$ cat src/design/assert_macros.svh
// Assertion macros used by the converter top level.
`ifndef ASSERT_MACROS_SVH
`define ASSERT_MACROS_SVH

// Check a property on every rising edge of clk, off while arst_n is low.
`define ASSERT_CLK(label, prop, msg) \
	label: assert property (@(posedge clk) disable iff (!arst_n) (prop)) else $error(msg);

// Check that a condition implies a consequence PIPE_DEPTH register stages on.
`define ASSERT_LATER(label, ante, cons, msg) \
	label: assert property (@(posedge clk) disable iff (!arst_n) \
		(ante) |-> ##(hsv2rgb_pkg::PIPE_DEPTH) (cons)) else $error(msg);

`endif

$ cat src/design/hsv2rgb_pkg.sv
// Types, constants and helpers for the HSV to RGB converter.
package hsv2rgb_pkg;

	localparam int HUE_BITS   = 12;
	localparam int LEVEL_BITS = 10;

	// Number of register stages between an accepted beat and its result.
	localparam int PIPE_DEPTH = 5;

	localparam logic [LEVEL_BITS-1:0] LEVEL_MAX = '1;
	localparam logic [HUE_BITS:0] HUE_ONE = {1'b1, {HUE_BITS{1'b0}}};
	// LEVEL_MAX * 2^HUE_BITS, the common denominator of q and t.
	localparam logic [LEVEL_BITS+HUE_BITS-1:0] FULL_SCALE = {LEVEL_MAX, {HUE_BITS{1'b0}}};

	typedef enum logic [2:0] {
		SECTOR_0 = 3'd0,
		SECTOR_1 = 3'd1,
		SECTOR_2 = 3'd2,
		SECTOR_3 = 3'd3,
		SECTOR_4 = 3'd4,
		SECTOR_5 = 3'd5
	} sector_t;

	typedef struct packed {
		logic [HUE_BITS-1:0]   hue;
		logic [LEVEL_BITS-1:0] saturation;
		logic [LEVEL_BITS-1:0] value_level;
	} hsv_t;

	typedef struct packed {
		logic [LEVEL_BITS-1:0] red_level;
		logic [LEVEL_BITS-1:0] green_level;
		logic [LEVEL_BITS-1:0] blue_level;
	} rgb_t;

	// Divide by 2^LEVEL_BITS - 1 for values up to LEVEL_MAX squared:
	// the high half is the estimate, low half plus high half the remainder,
	// and one correction step settles it.
	function automatic logic [LEVEL_BITS-1:0] div_level_max(
		input logic [2*LEVEL_BITS-1:0] m
	);
		logic [LEVEL_BITS-1:0] hi;
		logic [LEVEL_BITS-1:0] lo;
		logic [LEVEL_BITS:0]   sum;
		logic                  carry;
		hi = m[2*LEVEL_BITS-1:LEVEL_BITS];
		lo = m[LEVEL_BITS-1:0];
		sum = {1'b0, hi} + {1'b0, lo};
		carry = (sum >= {1'b0, LEVEL_MAX});
		return hi + {{(LEVEL_BITS-1){1'b0}}, carry};
	endfunction

endpackage

$ cat src/design/hsv_to_rgb_converter_top.sv
// Top level of the pipelined HSV to RGB converter.

// Converts one HSV color per clock to RGB with the sextant method. A beat is
// taken on every rising edge where start is high; busy stays low, because the
// pipeline never stalls and never has to. Each result appears on rgb for
// exactly one cycle, marked by done, in the same order the beats came in.
// The rate is one color per clock. Each beat passes through five register
// stages: hue times six, the two hue-fraction by saturation products, the
// subtractions from full scale, the products with value, and the divide by
// full level with the sector channel select. Channels are truncated, not
// rounded. Zero saturation gives grey at value_level. The receiver cannot
// hold results off, so it must take each done beat as it comes.
`include "assert_macros.svh"

module hsv_to_rgb_converter_top (
	input  logic              clk,
	input  logic              arst_n,
	input  logic              start,
	output logic              busy,
	input  hsv2rgb_pkg::hsv_t hsv,
	output logic              done,
	output hsv2rgb_pkg::rgb_t rgb
);

	localparam int HB = hsv2rgb_pkg::HUE_BITS;
	localparam int LB = hsv2rgb_pkg::LEVEL_BITS;

	// Stage valid bits travel alongside the data.
	logic v_s1, v_s2, v_s3, v_s4, v_s5;

	// Stage 1: sector, hue fraction and its complement.
	logic [HB+2:0]         h6;
	hsv2rgb_pkg::sector_t  sector_s1;
	logic [HB-1:0]         frac_s1;
	logic [HB:0]           cfrac_s1;
	logic [LB-1:0]         sat_s1, val_s1;

	// Stage 2: fraction products and p numerator term.
	hsv2rgb_pkg::sector_t  sector_s2;
	logic [HB+LB-1:0]      fs_s2;
	logic [HB+LB:0]        cfs_s2;
	logic [LB-1:0]         pd_s2, val_s2;

	// Stage 3: q and t numerator terms.
	hsv2rgb_pkg::sector_t  sector_s3;
	logic [HB+LB-1:0]      xq_s3, xt_s3;
	logic [LB-1:0]         pd_s3, val_s3;

	// Stage 4: products with value.
	hsv2rgb_pkg::sector_t  sector_s4;
	logic [2*LB+HB-1:0]    nq_s4, nt_s4;
	logic [2*LB-1:0]       np_s4;
	logic [LB-1:0]         val_s4;

	// Stage 5 combinational: divide down and pick the channel order.
	logic [LB-1:0]         p_lvl, q_lvl, t_lvl;
	hsv2rgb_pkg::rgb_t     rgb_next;
	hsv2rgb_pkg::rgb_t     rgb_s5;

	// Never stall: the pipeline moves every cycle.
	assign busy = 1'b0;

	assign h6 = {1'b0, hsv.hue, 2'b00} + {2'b00, hsv.hue, 1'b0};

	always_ff @(posedge clk or negedge arst_n) begin
		if (!arst_n) begin
			v_s1 <= 1'b0;
			v_s2 <= 1'b0;
			v_s3 <= 1'b0;
			v_s4 <= 1'b0;
			v_s5 <= 1'b0;
		end else begin
			v_s1 <= start;
			v_s2 <= v_s1;
			v_s3 <= v_s2;
			v_s4 <= v_s3;
			v_s5 <= v_s4;
		end
	end

	// Payload stages carry no reset; the valid bits qualify them.
	always_ff @(posedge clk) begin
		sector_s1 <= hsv2rgb_pkg::sector_t'(h6[HB+2:HB]);
		frac_s1   <= h6[HB-1:0];
		cfrac_s1  <= hsv2rgb_pkg::HUE_ONE - {1'b0, h6[HB-1:0]};
		sat_s1    <= hsv.saturation;
		val_s1    <= hsv.value_level;

		sector_s2 <= sector_s1;
		fs_s2     <= frac_s1 * sat_s1;
		cfs_s2    <= cfrac_s1 * sat_s1;
		pd_s2     <= hsv2rgb_pkg::LEVEL_MAX - sat_s1;
		val_s2    <= val_s1;

		sector_s3 <= sector_s2;
		xq_s3     <= hsv2rgb_pkg::FULL_SCALE - fs_s2;
		xt_s3     <= hsv2rgb_pkg::FULL_SCALE - cfs_s2[HB+LB-1:0];
		pd_s3     <= pd_s2;
		val_s3    <= val_s2;

		sector_s4 <= sector_s3;
		nq_s4     <= val_s3 * xq_s3;
		nt_s4     <= val_s3 * xt_s3;
		np_s4     <= val_s3 * pd_s3;
		val_s4    <= val_s3;

		rgb_s5    <= rgb_next;
	end

	// Drop the hue fraction scale by shifting, then divide by full level.
	assign p_lvl = hsv2rgb_pkg::div_level_max(np_s4);
	assign q_lvl = hsv2rgb_pkg::div_level_max(nq_s4[2*LB+HB-1:HB]);
	assign t_lvl = hsv2rgb_pkg::div_level_max(nt_s4[2*LB+HB-1:HB]);

	always_comb begin
		unique case (sector_s4)
			hsv2rgb_pkg::SECTOR_0: rgb_next = '{val_s4, t_lvl, p_lvl};
			hsv2rgb_pkg::SECTOR_1: rgb_next = '{q_lvl, val_s4, p_lvl};
			hsv2rgb_pkg::SECTOR_2: rgb_next = '{p_lvl, val_s4, t_lvl};
			hsv2rgb_pkg::SECTOR_3: rgb_next = '{p_lvl, q_lvl, val_s4};
			hsv2rgb_pkg::SECTOR_4: rgb_next = '{t_lvl, p_lvl, val_s4};
			default:               rgb_next = '{val_s4, p_lvl, q_lvl};
		endcase
	end

	assign done = v_s5;
	assign rgb  = rgb_s5;

	// Every beat comes out exactly once, at the end of the pipeline.
	`ASSERT_LATER(a_beat_gives_result, start, done, "accepted beat produced no result")
	`ASSERT_LATER(a_no_spurious_result, !start, !done, "result without an accepted beat")
	// Zero saturation must come out grey.
	`ASSERT_LATER(a_grey_on_zero_sat, start && (hsv.saturation == '0),
		(rgb.red_level == rgb.green_level) && (rgb.green_level == rgb.blue_level),
		"zero saturation did not give grey")
	// One channel always carries the value level.
	`ASSERT_LATER(a_value_channel, start,
		(rgb.red_level == $past(hsv.value_level, 5)) ||
		(rgb.green_level == $past(hsv.value_level, 5)) ||
		(rgb.blue_level == $past(hsv.value_level, 5)),
		"no channel equals value level")

endmodule
$ cat config.mk
export PLATFORM = sky130hd
export DESIGN_NAME = hsv_to_rgb_converter_top
export DESIGN_NICKNAME = d
export VERILOG_FILES = /design/src/design/hsv2rgb_pkg.sv /design/src/design/hsv_to_rgb_converter_top.sv
export VERILOG_INCLUDE_DIRS = /design/src /design/src/design
export SDC_FILE = /design/constraint.sdc
export NUM_CORES = 2
export LEC_CHECK = 0
export BUFFER_PORTS_ARGS = -buffer_cell sky130_fd_sc_hd__buf_4
export CAP_MARGIN = 5
export CORE_UTILIZATION = 60
export DETAILED_ROUTE_END_ITERATION = 8
export PLACE_DENSITY = 0.76
export SYNTH_ARGS = -nofsm -noshare
export SYNTH_HDL_FRONTEND = slang
export SYNTH_SLANG_ARGS = --single-unit
$ cat constraint.sdc
create_clock -name clk -period 6.5 [get_ports clk]
set_clock_uncertainty 0.15 [all_clocks]
set_input_delay 0.325 -clock clk [delete_from_list [all_inputs] [get_ports clk]]
set_output_delay 0.325 -clock clk [all_outputs]
set_load 0.05 [all_outputs]
Word-level counts from Yosys, hierarchy flattened
Cells that the tools add are included.
Widths: inputs -> output; s select.

operators by class
  add/sub/neg operators = 11
  $mul = 5
  divide/modulo/power cells = 0
  order comparisons = 3
  equal/unequal tests = 4
  shift operators = 0
  multiplexer cells = 1
  bitwise operators = 0
  reductions and logical operators = 1

operator list
  operator                number
  $pmux 30 s5             1
  $mul 10x22->32          2
  $sub 22x22->22 const A  2
  $add 10x10->11          3
  $ge 11x10->1 const B    3
  $add 10x1->10           3
  $mul 12x10->22          1
  $mul 13x10->22          1
  $mul 10x10->20          1
  $add 14x13->15          1
  $sub 13x12->13 const A  1
  $sub 10x10->10 const A  1
  $eq 3x2->1 const B      2
  $eq 3x1->1 const B      1
  $eq 3x3->1 const B      1
  $logic_not 3->1         1

storage, ports and cells
  flip-flop bits (word level) = 314
  bits in latches = 0
  memory bits (writable) = 0
  bits in read-only memories = 0
  output and inout bits = 32
  logic and storage cells = 53
  memories = 0

Longest topological paths before layout
  word-level depth = 4
  mapped depth = 22
  mapped depth without buffers = 20

Worst setup path after synthesis
Ideal clock, no wire load.

  path type = flip-flop to flip-flop
  from = register val_s3[1]
  to = register nq_s4[31]
  arrival = 5.378 ns
  data required time = 6.224 ns
  slack = 0.846 ns
  stages on the path, launching flop included = 21
  path buffers = 2
  period minus slack after synthesis = 5.654 ns
  cells stage by stage = dfxtp_1 > clkbuf_1 > clkbuf_1 > nand2_1 > fa_1 > inv_1 > fa_1 > fa_1 > inv_1 > fa_1 > fa_1 > inv_1 > ha_1 > a21o_1 > a211o_1 > a2111o_1 > a211o_1 > nand2_2 > o21ai_2 > o41ai_2 > xnor2_1

on the way
  longest elaborated chain between the ends = 1

RTL lines
  item                      RTL line                         source
  start: declaration        hsv_to_rgb_converter_top.sv:47   logic [LB-1:0] pd_s3, val_s3;
  start signal: assignment  hsv_to_rgb_converter_top.sv:99   val_s3 <= val_s2;
  $mul 10x22->32            hsv_to_rgb_converter_top.sv:102  nq_s4 <= val_s3 * xq_s3;
  end signal: assignment    hsv_to_rgb_converter_top.sv:102
  end: declaration          hsv_to_rgb_converter_top.sv:51   logic [2*LB+HB-1:0] nq_s4, nt_s4;

Every way passes these cells.

Worst setup path after layout
  from = register val_s3[2]
  to = register nq_s4[30]

Same word-level chain as after synthesis.

==> results.yml <==
run_status:
  status: "finished clean"
setup_path:
  r2r_cells: 19
  cp_max_fo: 31
  cp-start-kind: "flop"
  startpoint: "val_s3[2]"
  crit_type: "reg -> reg"
  end_kind: "flop"
  cp.required_ps: 6830
  r2r-start: "val_s3[2]"
  cp.arrival_ps: 6350
clocking:
  clk_latency_ps: 560
  cts.reportedPaths.clkPinSlew_ps: 60
  htree_num_levels: 2
  cts.sinks: 281
  clockBufferDepth: 3
  root_buffer: "clkbuf_16"
  cts_resized: 0
  cts_tree: "built"
  cts_buffers: 35
global_routing:
  grt_util_met3: 0.0396
  grt_pass1_wl_um: 119000
  gr-max-usage-layer: "met2"
  antenna_found_initial: 2
  grtUsageTotal: 0.267
  grt_max_degree: 55
  grt_util_met1: 0.347
  grt.overflow.total: 0
  grt_pass1_vias: 24400
  grt_util_met2: 0.462
cells_and_area:
  layout_commonest_cell: "inv_1"
  layout-drive-gt1-share: 0.0558
  syn2layout_area_growth_pct: 7.93
  nFillCells: 4189
  antenna_cells: 0
  nets: 4431
  mostFrequentLayoutCells: "inv_1 (589), fa_1 (511), nand2_1 (466)"
job:
  maxCapViolations: 0
timing:
  slew_violations: 0
  slew-limit-headroom: 0.375
  period_share: 0.927
  period_minus_slack_ps: 6020
  fmax_ghz: 0.166
  final-setup-viol-count: 0
  worst_pin_slew_ps: 934
  hold_violations: 0
  rsz0062_at_grt: "no"
  setup-tns-final_ps: 0
synthesis:
  synthesis.area_um2: 32500
  synth_seq_cells: 281
  ys_warn_count: 0
  async_flop_share: 0.0178
  synth_edf_count: 0
  ys_types: 79
  syn_nets: 4421
  synth.avg_cell_area_um2: 9.21
  syn_inst: 3530
  yosysSeqAreaShare: 0.174
  ys.flop_type: "dfxtp_1"
placed_design:
  dpl.hpwl_um: 55500
  routabilityCongestion: 0.880
  io_buffers: 65
floorplan:
  die_h_um: 235
  pin_count: 67
  core-area_um2: 53100
  std_cell_rows: 84
  initial_core_util: 0.612
  die-area_um2: 55100
  die_w_um: 235
detailed_routing:
  via_per_inst: 5.45
  drc: 0
  ant_nets: 0
  avgRoutedWirePerCell_um: 16.5
  drt-total-wl_um: 70300
  drt_first_iter_violations: 1316
  vias: 23200
  dr.pass1.iters: 5
min_path:
  hp-class: "in -> reg"
  hold_path_depth: 3
  hp-start: "hsv[21]"
## metal layers
metal  vias to the layer above  part of all wire
li1                      11000                 -
met4                         2             0.026
met5                         -           0.00018
met1                     11400              0.42
met3                       115             0.067
met2                       713              0.48
## synth_stat cells (6+ instances only)
cell | number | area (um2)
xor2_1 | 75 | 657
inv_1 | 589 | 2210
and4_1 | 6 | 52.6
nor4_1 | 7 | 43.8
or2_2 | 8 | 50.1
nand3_1 | 43 | 215
o211ai_1 | 14 | 105
xnor2_1 | 113 | 990
nor3_1 | 25 | 125
and3_1 | 20 | 125
fa_1 | 511 | 10200
a21oi_1 | 117 | 586
o21a_1 | 10 | 75.1
a211o_1 | 7 | 61.3
mux2i_1 | 14 | 140
and2_1 | 345 | 2160
nand2_1 | 466 | 1750
o21ai_0 | 54 | 270
clkbuf_1 | 138 | 518
dfxtp_1 | 276 | 5530
mux2_2 | 8 | 90.1
a31oi_1 | 9 | 56.3
nand4_1 | 14 | 87.6
ha_1 | 345 | 4320
nor2b_1 | 18 | 113
o21bai_1 | 16 | 120
nand2b_1 | 8 | 50.1
or3_1 | 11 | 68.8
a211oi_1 | 18 | 135
buf_1 | 19 | 71.3
a21o_1 | 50 | 375
nor2_1 | 91 | 342
## cells by family (layout without fill, tap and decap cells)
family	after synthesis	after routing	share of synthesized area
adders and majority gates	857	857	0.448
buffers and inverters	749	784	0.0866
DFF	281	281	0.174
xor gates and xnor gates	188	188	0.0507
and+or+nand+nor	1081	1081	0.164
other	1	1	0.000115
AOI/OAI and AO/OA	351	351	0.0700
muxes	22	22	0.00708
## what timing repair did
action	in CTS	in global routing
hold buffers	26	0
endpoints found under the hold margin	32	0
buffers inserted	0	0
## stage by stage
step                      std cells  setup slack [ps]  utilization  hold WS (ps)  instance area [um2]
after floorplan                3530               846            -          -121                32500
after global placement         4165               611        0.633         -22.9                33600
after detailed placement       4165               523        0.633         -20.0                33600
after CTS                      4253               512        0.661          9.96                35100
after global routing           4253               221        0.661          35.2                35100
final                          4253               476        0.661          38.1                35100
## sequential cells by signal, summed over array words and instances, names as in the netlist, 20 cells and up
name,count
xq_s3,20
nq_s4,20
np_s4,20
fs_s2,20
cfs_s2,21
nt_s4,20
xt_s3,21
rgb,30
## worst max-delay path, cell delays in order, from the launching register on
cell	delay, ps
dfxtp_2	800
buf_4	300
nand2_1	90
fa_1	520
inv_1	50
fa_1	490
fa_1	460
fa_1	510
inv_1	50
fa_1	350
inv_1	70
ha_1	290
a21o_1	200
a211o_1	310
a2111o_1	390
a211o_1	270
nand2_2	130
o211ai_1	140
a21oi_1	220
xnor2_1	160
## area by class of cell
cell class | instances | area, um2 | area share
clock buffers | 45 | 996 | 0.0284
clock inverters | 17 | 211 | 0.00603
inverters | 590 | 2210 | 0.0631
multi-input cells | 2500 | 24000 | 0.685
flip-flops and latches | 281 | 5660 | 0.161
well taps | 688 | 861 | 0.0245
repair buffers | 132 | 1110 | 0.0315
## final timing paths
kind                                endpoint  slack (ps)
worst min-delay path              frac_s1[2]          40
worst max register to register     nq_s4[30]         480
max in group asynchronous               done        5470
worst max-delay path               nq_s4[30]         480
worst min register to register  sector_s3[0]         170
min in group asynchronous               v_s1         540
Power is not shown: default switching activity piles up to over one toggle a cycle in this logic, so the estimate is an artifact.
